<file path="src/assert_macros.svh">
// ---------------------------------------------------------------------------
// assert_macros.svh
// Assertion macros for the Chebyshev interpolator; empty when SYNTH is set.
// ---------------------------------------------------------------------------
`ifndef ASSERT_MACROS_SVH
`define ASSERT_MACROS_SVH
`ifndef SYNTH
`define CSI_ASSERT_IMP(lbl, ante, cons) \
  lbl: assert property (@(posedge clk) disable iff (rst) (ante) |-> (cons)) \
    else $error("same-cycle check failed");
`define CSI_ASSERT_NXT(lbl, ante, cons) \
  lbl: assert property (@(posedge clk) disable iff (rst) (ante) |=> (cons)) \
    else $error("next-cycle check failed");
`else
`define CSI_ASSERT_IMP(lbl, ante, cons)
`define CSI_ASSERT_NXT(lbl, ante, cons)
`endif
`endif

</file>
<file path="src/csi_pkg.sv">
// ---------------------------------------------------------------------------
// csi_pkg
// Shared constants and fixed-point helpers for the Chebyshev interpolator.
// ---------------------------------------------------------------------------
package csi_pkg;

  localparam int MAX_COEFFS_DEF  = 18;
  localparam int STORE_DEPTH_DEF = 512;

  // configuration register indexes
  localparam logic [2:0] REG_COEFFS     = 3'd0;
  localparam logic [2:0] REG_COMPONENTS = 3'd1;
  localparam logic [2:0] REG_SUBINT     = 3'd2;
  localparam logic [2:0] REG_VEL_EN     = 3'd3;
  localparam logic [2:0] REG_INT_LEN    = 3'd4;

  localparam logic [4:0]  RST_COEFFS     = 5'd14;
  localparam logic [1:0]  RST_COMPONENTS = 2'd3;
  localparam logic [3:0]  RST_SUBINT     = 4'd4;
  localparam logic        RST_VEL_EN     = 1'b1;
  localparam logic [31:0] RST_INT_LEN    = 32'd32;

  localparam logic signed [39:0] ONE_Q30 = 40'sd1073741824;
  localparam logic signed [63:0] P40_MAX = 64'sd549755813887;
  localparam logic signed [63:0] P40_MIN = -64'sd549755813888;
  localparam logic signed [63:0] S64_MAX = {1'b0, {63{1'b1}}};
  localparam logic signed [63:0] S64_MIN = {1'b1, {63{1'b0}}};

  function automatic logic [63:0] mag64(input logic signed [63:0] x);
    return x[63] ? 64'(-x) : 64'(x);
  endfunction

  // magnitude plus sign to saturated signed word
  function automatic logic signed [63:0] sat_mag(input logic [63:0] m, input logic neg);
    if (m[63]) return neg ? S64_MIN : S64_MAX;
    return neg ? -$signed(m) : $signed(m);
  endfunction

  function automatic logic signed [63:0] sat_add64(input logic signed [63:0] a,
                                                   input logic signed [63:0] b);
    logic signed [64:0] s;
    s = {a[63], a} + {b[63], b};
    if (s[64] != s[63]) return s[64] ? S64_MIN : S64_MAX;
    return s[63:0];
  endfunction

  function automatic logic signed [39:0] sat40(input logic signed [63:0] x);
    if (x > P40_MAX) return P40_MAX[39:0];
    if (x < P40_MIN) return P40_MIN[39:0];
    return x[39:0];
  endfunction

  function automatic logic signed [63:0] sx40(input logic signed [39:0] x);
    return {{24{x[39]}}, x};
  endfunction

endpackage

</file>
<file path="src/csi_div.sv">
// ---------------------------------------------------------------------------
// csi_div
// Velocity scaling: round(|sum|*k/len) half up, signed and saturated.
// Restoring division, one quotient bit per cycle.
// ---------------------------------------------------------------------------
module csi_div import csi_pkg::*; (
  input  logic               clk,
  input  logic               rst,
  input  logic               start,
  input  logic signed [63:0] sum,
  input  logic [4:0]         k,
  input  logic [31:0]        len,
  output logic               done,
  output logic signed [63:0] result
);

  localparam logic [6:0] DIV_STEPS = 7'd70;

  logic        run;
  logic [6:0]  cnt;
  logic [69:0] num;
  logic [32:0] rem, den;
  logic        neg;
  logic [33:0] rsh;
  logic        ge;
  logic [63:0] m;

  always_comb begin
    rsh = {rem, num[69]};
    ge  = rsh >= {1'b0, den};
    m   = (|num[69:64]) ? '1 : num[63:0];
  end

  always_ff @(posedge clk) begin
    if (rst) begin
      run  <= 1'b0;
      done <= 1'b0;
      cnt  <= '0;
    end else begin
      done <= 1'b0;
      if (start) begin
        run <= 1'b1;
        cnt <= DIV_STEPS;
      end else if (run) begin
        if (cnt != 7'd0) cnt <= cnt - 7'd1;
        else begin
          run  <= 1'b0;
          done <= 1'b1;
        end
      end
    end
  end

  // numerator 2*u*k + len over 2*len gives the half-up rounded quotient
  always_ff @(posedge clk) begin
    if (start) begin
      num <= 70'({mag64(sum), 1'b0}) * 70'(k) + 70'(len);
      den <= {len, 1'b0};
      rem <= '0;
      neg <= sum[63];
    end else if (run) begin
      if (cnt != 7'd0) begin
        rem <= ge ? 33'(rsh - {1'b0, den}) : rsh[32:0];
        num <= {num[68:0], ge};
      end else begin
        result <= sat_mag(m, neg);
      end
    end
  end

endmodule

</file>
<file path="config.mk">
export PLATFORM = sky130hd
export DESIGN_NAME = csi_div
export DESIGN_NICKNAME = d
export VERILOG_FILES = /design/src/assert_macros.svh /design/src/csi_pkg.sv /design/src/csi_div.sv
export SDC_FILE = /design/constraint.sdc
export NUM_CORES = 1
export LEC_CHECK = 0
export ABC_AREA = 1
export BUFFER_PORTS_ARGS = -buffer_cell sky130_fd_sc_hd__clkbuf_2
export CAP_MARGIN = 40
export CELL_PAD_IN_SITES_DETAIL_PLACEMENT = 1
export CELL_PAD_IN_SITES_GLOBAL_PLACEMENT = 2
export CORE_MARGIN = 1.5
export CORE_UTILIZATION = 32
export DETAILED_ROUTE_END_ITERATION = 8
export PLACE_DENSITY_LB_ADDON = 0.15
export SETUP_SLACK_MARGIN = 0.15
export SYNTH_ARGS = -nofsm -noshare
export SYNTH_HDL_FRONTEND = slang
export SYNTH_SLANG_ARGS = --single-unit
</file>
<file path="constraint.sdc">
create_clock -name clk -period 7.88 [get_ports clk]
set_input_delay 1.97 -clock clk [delete_from_list [all_inputs] [get_ports clk]]
set_output_delay 1.97 -clock clk [all_outputs]
set_load 0.05 [all_outputs]
</file>
==> results by group <==
Die
  – Die span in y: 308 um
  – Area of the core: 91900 sq um
  – Die width: 308 um
  – I/O pin cnt: 169
  – Die area: 94900 sq um
  – Row Count: 111
  – Starting density of the core: 32.4%

GRT
  – Initial antenna violation count: 1
  – GRT Util Overall: 24.4%
  – First-pass GRT wire length: 183000 um
  – Vias in the first global route: 33.1k
  – Pin count of the biggest net entering global routing: 65
  – Overflow after GRT: 0

Logic synthesis
  – Synth top area cells: edfxtp_1 17%, nand2_1 16%, fa_1 13%, inv_1 12%, nor2_1 7.7%
  – Primary FF master, synth: edfxtp_1
  – Area leader, netlist: edfxtp_1
  – Sequential share of the synthesized area: 19.7%
  – Avg Cell Area, Syn: 6.47 sq um
  – Yosys cell types: 67
  – EDFF count, synth: 167
  – FFs w/ async S/R, synth: 0%
  – Synth Instances: 4603
  – Post-Syn Area: 29800 sq um
  – Yosys reg bits: 209
  – Syn nets: 5039
  – Yosys warns: 0
  – Area share of the leading cell type in the synthesized netlist: 16.8%

Drt
  – Post-DRT Antenna Nets: 0
  – Pre-Repair DR Iteration Count: 7
  – Final WL: 116000 um
  – Routed length per instance: 17.2 um
  – Vias/cell: 4.64
  – Via count: 31.5k
  – DRC: 0
  – DRT iter0 DRCs: 1372

Timing
  – Max Clk Rate: 123 MHz
  – Final hold vios: 0
  – Final setup fails: 35
  – Layout Skew: 0.0327 ns
  – Fin crit period: 8.11 ns
  – Fin crit share: 103%
  – RSZ-0062 raised after global routing: yes
  – Max_slew headroom: 42.6%
  – Fin Hold WS: 0.480 ns
  – Worst-margin pin slew: 0.858 ns
  – Final WS setup: -0.225 ns
  – Max-slew violation count: 0

Status
  – Failing checks: setup timing
  – Status: finished, violations left

Power
  – P_int: 7.32 mW
  – Worst vdd ir: 263 uV
  – LEAKAGE: 20.8 nW
  – Power, Total: 14.6 mW
  – Pwr dens: 350 nW/um^2
  – Seq pwr share: 11.7%
  – Comb pwr share: 80.5%
  – Sw Share: 49.8%
  – Clock power frac: 7.8%
  – NetSw: 7.27 mW

Setup path
  – Worst path slowest cell: fa_1
  – Critical Path Fanout Max: 5
  – Critical path class: in2reg
  – CP Capture Type: register
  – Max incr delay on CP: 0.54 ns
  – Critical path startpoint category: primary input
  – Crit-path most repeated cell: nor2_4
  – Required time worst endpoint: 8.14 ns
  – WP data arrival: 8.37 ns

Clock network
  – Maximum clock path buffer count: 3
  – CTS Root Buffer Type: clkbuf_16
  – Clk Latency, worst-skew pair: 0.56 ns
  – H-tree depth: 1
  – Hold-fix buffers, CTS: 0
  – Clock transition at path regs: 0.06 ns
  – Clock sinks: 209
  – TritonCTS clock tree: yes
  – Number of CTS-inserted buffers: 24

Layout
  – Non-filler instance count after layout: 6777
  – Area delta synth->final: 40.0%
  – Antenna cells: 0
  – Fin nets: 5952
  – Most frequent cells in the layout: 1088 x nand2_1, 860 x inv_1, 793 x buf_4
  – Layout cell share with drive strength beyond 1: 32.0%
  – Commonest non-fill, non-tap cell in the layout: nand2_1

Run
  – Max_cap viols: 0

Placed design
  – Placed Cells: 6637
  – Gpl congestion: 0.903
  – # port buffers: 168
  – Dpl hpwl: 98300 um

Worst hold path
  – Min-Delay Path Class: reg2reg
-- per-stage QoR --
step                instance area, sq um  TNS, ns  utilization, %  setup slack (ns)
global route                       41700   -17.66            45.4            -0.592
detailed placement                 37500   -47.14            40.8             -1.15
finish                             41700    -3.75            45.4            -0.225
global placement                   37500   -39.12            40.7             -1.04
CTS                                40100    -1.63            43.6            -0.113
floorplan                          30000    -2.62               -            -0.194
-- critical path: cells and delay by family --
kind	cells	cell delay, ns
and+or+nand+nor	31	3.35
adders and majority gates	5	2.14
buffers and inverters	11	0.67
xor gates and xnor gates	1	0.16
AOI/OAI and AO/OA	1	0.07
-- state kept, by name (all words and copies together) (netlist names) --
signal	cells
cnt	7
den	32
done	1
neg	1
num	70
rem	33
result	64
run	1
-- timing repair --
action	in CTS	in global routing
pin swaps	135	169
setup buffers	59	37
resized for setup	324	391
setup endpoints to repair	49	55
-- layout make-up --
| class | instances | area, sq um |
|---|---|---|
| clock buffers | 31 | 637 |
| repair buffers | 975 | 7020 |
| flip-flops and latches | 209 | 5860 |
| clock inverters | 13 | 134 |
| multi-input cells | 3360 | 22900 |
| well taps | 1243 | 1560 |
| inverters | 946 | 3570 |
| fillers | 11811 | 50200 |
-- cells in the mapped netlist (42+ instances only) --
cell type  number
a21oi_1       161
clkbuf_1       70
dfxtp_1        42
edfxtp_1      167
fa_1          188
ha_1          144
inv_1         926
nand2_1      1245
nand3_1       233
nand4_1        61
nor2_1        614
nor2_2         47
o21ai_0       158
xnor2_1        54
xor2_1        132
-- logic make-up (layout without fill, tap and decap cells) --
logic type / after synthesis / count (layout) / share of synthesized area, %
AOI/OAI and AO/OA: 433 / 433 / 8.21
xor gates and xnor gates: 190 / 190 / 5.69
adders and majority gates: 332 / 332 / 18.7
buffers and inverters: 1034 / 1965 / 13.2
DFF: 209 / 209 / 19.7
and+or+nand+nor: 2405 / 2405 / 34.6
-- per-layer routing --
layer	global-route usage [%]	vias up	share of wire (%)
li1	-	15981	-
met1	33.2	14970	48
met2	42.3	401	48
met3	1.07	111	2.0
met4	5.90	0	2.7
met5	0	-	0
-- final timing paths --
path | from | endpoint | slack, ns | cells past startpoint
worst max-delay path | sum[2] | num[60]$_DFFE_PP_ | -0.23 | 49
worst min-delay path | rem[21]$_SDFFE_PP0P_ | rem[21]$_SDFFE_PP0P_ | 0.48 | 2
worst min register to register | rem[21]$_SDFFE_PP0P_ | rem[21]$_SDFFE_PP0P_ | 0.48 | 2
worst max register to register | den[6]$_DFFE_PP_ | rem[7]$_SDFFE_PP0P_ | 3.66 | 17
-- power by group through the flow --
stage | Combinational [mW] | Clock [mW] | Sequential (mW)
after floorplan | 4.99 | 0 | 1.66
after CTS | 10.5 | 1.17 | 1.70
after global routing | 12.8 | 1.20 | 1.73
final | 11.8 | 1.14 | 1.70
after detailed placement | 9.46 | 0 | 1.72
after global placement | 9.30 | 0 | 1.72
Power figures use the tool's default switching activity.
