`src/assert_macros.svh`:
```
// ---------------------------------------------------------------------------
// assert_macros.svh
// Assertion macros for the Chebyshev interpolator; empty when SYNTH is set.
// ---------------------------------------------------------------------------
`ifndef ASSERT_MACROS_SVH
`define ASSERT_MACROS_SVH
`ifndef SYNTH
`define CSI_ASSERT_IMP(lbl, ante, cons) \
  lbl: assert property (@(posedge clk) disable iff (rst) (ante) |-> (cons)) \
    else $error("same-cycle check failed");
`define CSI_ASSERT_NXT(lbl, ante, cons) \
  lbl: assert property (@(posedge clk) disable iff (rst) (ante) |=> (cons)) \
    else $error("next-cycle check failed");
`else
`define CSI_ASSERT_IMP(lbl, ante, cons)
`define CSI_ASSERT_NXT(lbl, ante, cons)
`endif
`endif

```
`src/csi_pkg.sv`:
```
// ---------------------------------------------------------------------------
// csi_pkg
// Shared constants and fixed-point helpers for the Chebyshev interpolator.
// ---------------------------------------------------------------------------
package csi_pkg;

  localparam int MAX_COEFFS_DEF  = 18;
  localparam int STORE_DEPTH_DEF = 512;

  // configuration register indexes
  localparam logic [2:0] REG_COEFFS     = 3'd0;
  localparam logic [2:0] REG_COMPONENTS = 3'd1;
  localparam logic [2:0] REG_SUBINT     = 3'd2;
  localparam logic [2:0] REG_VEL_EN     = 3'd3;
  localparam logic [2:0] REG_INT_LEN    = 3'd4;

  localparam logic [4:0]  RST_COEFFS     = 5'd14;
  localparam logic [1:0]  RST_COMPONENTS = 2'd3;
  localparam logic [3:0]  RST_SUBINT     = 4'd4;
  localparam logic        RST_VEL_EN     = 1'b1;
  localparam logic [31:0] RST_INT_LEN    = 32'd32;

  localparam logic signed [39:0] ONE_Q30 = 40'sd1073741824;
  localparam logic signed [63:0] P40_MAX = 64'sd549755813887;
  localparam logic signed [63:0] P40_MIN = -64'sd549755813888;
  localparam logic signed [63:0] S64_MAX = {1'b0, {63{1'b1}}};
  localparam logic signed [63:0] S64_MIN = {1'b1, {63{1'b0}}};

  function automatic logic [63:0] mag64(input logic signed [63:0] x);
    return x[63] ? 64'(-x) : 64'(x);
  endfunction

  // magnitude plus sign to saturated signed word
  function automatic logic signed [63:0] sat_mag(input logic [63:0] m, input logic neg);
    if (m[63]) return neg ? S64_MIN : S64_MAX;
    return neg ? -$signed(m) : $signed(m);
  endfunction

  function automatic logic signed [63:0] sat_add64(input logic signed [63:0] a,
                                                   input logic signed [63:0] b);
    logic signed [64:0] s;
    s = {a[63], a} + {b[63], b};
    if (s[64] != s[63]) return s[64] ? S64_MIN : S64_MAX;
    return s[63:0];
  endfunction

  function automatic logic signed [39:0] sat40(input logic signed [63:0] x);
    if (x > P40_MAX) return P40_MAX[39:0];
    if (x < P40_MIN) return P40_MIN[39:0];
    return x[39:0];
  endfunction

  function automatic logic signed [63:0] sx40(input logic signed [39:0] x);
    return {{24{x[39]}}, x};
  endfunction

endpackage

```
`src/csi_mul.sv`:
```
// ---------------------------------------------------------------------------
// csi_mul
// Shared 64x64 signed multiplier, Q30 rounding half away from zero, saturated.
// Four 32x32 partial products, one per cycle, accumulated, then rounded and saturated.
// ---------------------------------------------------------------------------
module csi_mul import csi_pkg::*; (
  input  logic               clk,
  input  logic               rst,
  input  logic               start,
  input  logic signed [63:0] a,
  input  logic signed [63:0] b,
  output logic               done,
  output logic signed [63:0] result
);

  localparam logic [2:0] STEP_LAST_PP = 3'd3;
  localparam logic [2:0] STEP_ROUND   = 3'd5;

  logic         run;
  logic [2:0]   step;
  logic [63:0]  ma, mb;
  logic         neg;
  logic [63:0]  pp;
  logic [127:0] acc;
  logic [31:0]  opa, opb;
  logic [1:0]   pidx;
  logic [127:0] acc_add, rsum;
  logic [63:0]  m;

  always_comb begin
    opa  = step[1] ? ma[63:32] : ma[31:0];
    opb  = step[0] ? mb[63:32] : mb[31:0];
    pidx = 2'(step - 3'd1);
    if (pidx == 2'd3)      acc_add = {pp, 64'd0};
    else if (pidx == 2'd0) acc_add = {64'd0, pp};
    else                   acc_add = {32'd0, pp, 32'd0};
    rsum = acc + (128'd1 << 29);
    m    = (|rsum[127:93]) ? '1 : rsum[93:30];
  end

  always_ff @(posedge clk) begin
    if (rst) begin
      run  <= 1'b0;
      done <= 1'b0;
      step <= '0;
    end else begin
      done <= 1'b0;
      if (start) begin
        run  <= 1'b1;
        step <= '0;
      end else if (run) begin
        step <= step + 3'd1;
        if (step == STEP_ROUND) begin
          run  <= 1'b0;
          done <= 1'b1;
        end
      end
    end
  end

  always_ff @(posedge clk) begin
    if (start) begin
      ma  <= mag64(a);
      mb  <= mag64(b);
      neg <= a[63] ^ b[63];
      acc <= '0;
    end else if (run) begin
      if (step <= STEP_LAST_PP) pp <= 64'(opa) * 64'(opb);
      if (step != 3'd0 && step < STEP_ROUND) acc <= acc + acc_add;
      if (step == STEP_ROUND) result <= sat_mag(m, neg);
    end
  end

endmodule

```
`config.mk`:
```
export PLATFORM = sky130hd
export DESIGN_NAME = csi_mul
export DESIGN_NICKNAME = d
export VERILOG_FILES = /design/src/assert_macros.svh /design/src/csi_pkg.sv /design/src/csi_mul.sv
export SDC_FILE = /design/constraint.sdc
export NUM_CORES = 2
export LEC_CHECK = 0
export ABC_AREA = 1
export ABC_CLOCK_PERIOD_IN_PS = 17400
export BUFFER_PORTS_ARGS = -buffer_cell sky130_fd_sc_hd__buf_2
export CAP_MARGIN = 20
export CELL_PAD_IN_SITES_DETAIL_PLACEMENT = 1
export CELL_PAD_IN_SITES_GLOBAL_PLACEMENT = 2
export CORE_MARGIN = 2
export CORE_UTILIZATION = 30
export CTS_BUF_LIST = sky130_fd_sc_hd__clkbuf_8
export CTS_CLUSTER_SIZE = 24
export DETAILED_ROUTE_END_ITERATION = 12
export PLACE_DENSITY_LB_ADDON = 0.3
export SKIP_CTS_REPAIR_TIMING = 1
export SYNTH_ARGS = -nofsm -noshare
export SYNTH_HDL_FRONTEND = slang
export SYNTH_SLANG_ARGS = --single-unit
```
`constraint.sdc`:
```
create_clock -name clk -period 17.4 [get_ports clk]
set_clock_uncertainty 0.2 [all_clocks]
set_input_delay 3.48 -clock clk [delete_from_list [all_inputs] [get_ports clk]]
set_output_delay 3.48 -clock clk [all_outputs]
set_load 0.05 [all_outputs]
```
==> results.cfg <==
[synth]
netlist_top_cells_area = fa_1, edfxtp_1, inv_1, nor2_1, nand2_1
yosys.area_share.simple_pct = 23.2
syn_inst = 9132
synth_common_cells = inv_1, nor2_1, nand2_1
synth_area_leader_cell = fa_1
synth_top_family_by_area = adder cells
ys_ff_latch = 390
syn_avg_cell_area_sq_um = 7.28
ys_types = 55
seq_area_frac_synth_pct = 15.6
synthXorXnorAreaFrac_pct = 5.11
synthAdderAreaFrac_pct = 34.5
post-synth-top-count-cell = inv_1
syn_area_sq_um = 66500
yosysWarnings = 0
synth_top_area_share_pct = 27.0
synth_mux_area_share_pct = 0
syn_nets = 10600
async_flop_share_pct = 0
synth-edff-count = 257
ys.flop_type = edfxtp_1
synth_compound_area_share_pct = 9.53

[detailed_routing]
routed_via_density = 5.07
vias = 62400
routedWlPerCell_um = 27.0
remaining_drc_errors = 0
drt_iter0_drc = 3838
ant_nets = 0
drtPass1Iterations = 5
drt-total-wl_mm = 332

[critical_path]
crit_arrival_ns = 11.07
start_kind = flop
crit_top_cell = fa_1
ff2ff_setup_slack_ns = 6.70
r2r_cells = 29
worst-path-buf-inv = 7
reg2reg_to = pp[55]$_DFFE_PP_
crit_path_max_fanout = 34
cpPeakStageDelay_ns = 0.83
crit_slowest_cell = clkinv_1
cpLargestDelayFamily = adder cells
required_ns = 17.77
critical_path_class = reg2reg
rr_startpoint = step[1]$_SDFFE_PP0P_
cp-end-kind = flop

[cts]
cts_buffers = 87
cts_root_buf = clkbuf_8
clk_latency_ns = 0.91
clk_path_buf_depth = 3
clock-sinks = 390
clk_pin_slew_ns = 0.06
cts_tree = done
h-tree-depth = 3

[layout]
multiInputGateArea_sq_um = 48400
nets = 10700
area_growth_pct = 9.92
regArea_sq_um = 10400
fillers = 27400
drive_gt1_share_pct = 6.90
final_util_pct = 33.2

[timing]
fin_crit_ns = 10.70
slew_violations = 0
fin_crit_sh_pct = 61.5
finalSetupTns_ns = 0
rsz0062_at_grt = no
hold_viol_final = 0
setup_viol = 0
maxSlewHeadroom_pct = 12.5
max_freq_mhz = 93.4
worst_pin_slew_ns = 1.30

[min_path]
hold_start = step[2]$_SDFFE_PP0P_
whs_endpoint = step[2]$_SDFFE_PP0P_
hold_path.class = reg2reg
worst_hold_path.num_cells = 2

[global_routing]
grt_pass1_wl_mm = 478
grt_max_degree = 150
gr-usage-all-layers_pct = 29.4
first_global_vias = 68500
grt-ovfl-total = 0
antenna_found_initial = 13

[flow_run]
maxCapViolations = 0

[placement]
hpwl_mm = 275
numPortBuffers = 195
gp_congestion = 0.964

[floorplanning]
fp.dieArea_sq_um = 225000
chipWidth_um = 475
initial_core_util_pct = 30.2
io_pins = 196
fp-row-count = 172
die_y_um = 475
core-area_sq_um = 220000

[status]
status = completed
## routing by layer
layer | GRT usage, % | up-vias | share of wire [%]
li1 | - | 28400 | -
met1 | 33.4 | 31600 | 39
met2 | 53.6 | 1734 | 51
met3 | 3.28 | 641 | 4.0
met4 | 16.0 | 14 | 6.5
met5 | 0 | - | 0.028
## how the worst max path moves through the flow
stage / from / endpoint / depth (start not counted)
finish: step[1]$_SDFFE_PP0P_ / pp[55]$_DFFE_PP_ / 29
global route: step[1]$_SDFFE_PP0P_ / pp[51]$_DFFE_PP_ / 34
CTS: step[1]$_SDFFE_PP0P_ / pp[55]$_DFFE_PP_ / 29
detailed placement: step[1]$_SDFFE_PP0P_ / pp[55]$_DFFE_PP_ / 29
global placement: step[1]$_SDFFE_PP0P_ / pp[51]$_DFFE_PP_ / 32
floorplan: step[0]$_SDFFE_PP0P_ / pp[51]$_DFFE_PP_ / 35
## kinds of logic (layout without fill, tap and decap cells)
kind of cell               after synthesis  in the layout
and+or+nand+nor                       3783           3783
xor gates and xnor gates               388            388
buffers and inverters                 2121           2328
AOI/OAI and AO/OA                     1153           1153
DFF                                    390            390
other                                    0              4
adders and majority gates             1297           1297
## cell type report
| type | count | area share [%] |
|---|---|---|
| diodes | 4 | 0.0137 |
| multi-input cells | 6621 | 66.2 |
| clock inverters | 64 | 0.584 |
| repair buffers | 314 | 2.59 |
| clock buffers | 94 | 1.77 |
| inverters | 1856 | 9.53 |
| flip-flops and latches | 390 | 14.2 |
| well taps | 2958 | 5.06 |
## sequential cells by signal (all words and copies together) (netlist names)
| register | cells |
|---|---|
| run | 1 |
| done | 1 |
| acc | 128 |
| pp | 64 |
| ma | 64 |
| result | 64 |
| neg | 1 |
| step | 3 |
| mb | 64 |
## worst min-delay path, cell delays in order, from the launching register on
cell and delay [ns]:
dfxtp_1 0.33, nor2_1 0.11, a211oi_1 0.05
## through the flow
stage,worst slack (ns),hold slack (ns),std cells,area (sq um)
CTS,6.73,0.347,12300,73100
detailed placement,6.71,0.314,12100,71400
global placement,6.78,0.299,12100,71300
global route,6.38,0.379,12300,73100
finish,6.70,0.343,12300,73100
floorplan,8.85,0.284,9132,66500
## placed cells by master (no fill, tap or decap), types with 13 or more instances in the layout
cell type  instances
nand4_1           61
o21ai_1           16
nand3_1          225
edfxtp_1         257
a211oi_1          38
nor2_1          1732
buf_4            117
nor3_1            95
xor2_1           277
a21boi_0          13
nor4_1            39
o21ai_2           53
fa_1             897
clkbuf_8          94
a21o_1            18
clkinv_1          31
buf_2            194
o21bai_1          13
ha_1             399
or2_2             78
nor2_2            28
nand2_1         1451
dfxtp_1          131
a31oi_1           64
clkinv_2          15
nand3b_1          27
xnor2_1          111
o21ai_0          341
o21a_1            35
o211ai_1          22
a21oi_1          497
inv_1           1856
Power is not shown: default switching activity piles up to over one toggle a cycle in this logic, so the estimate is an artifact.
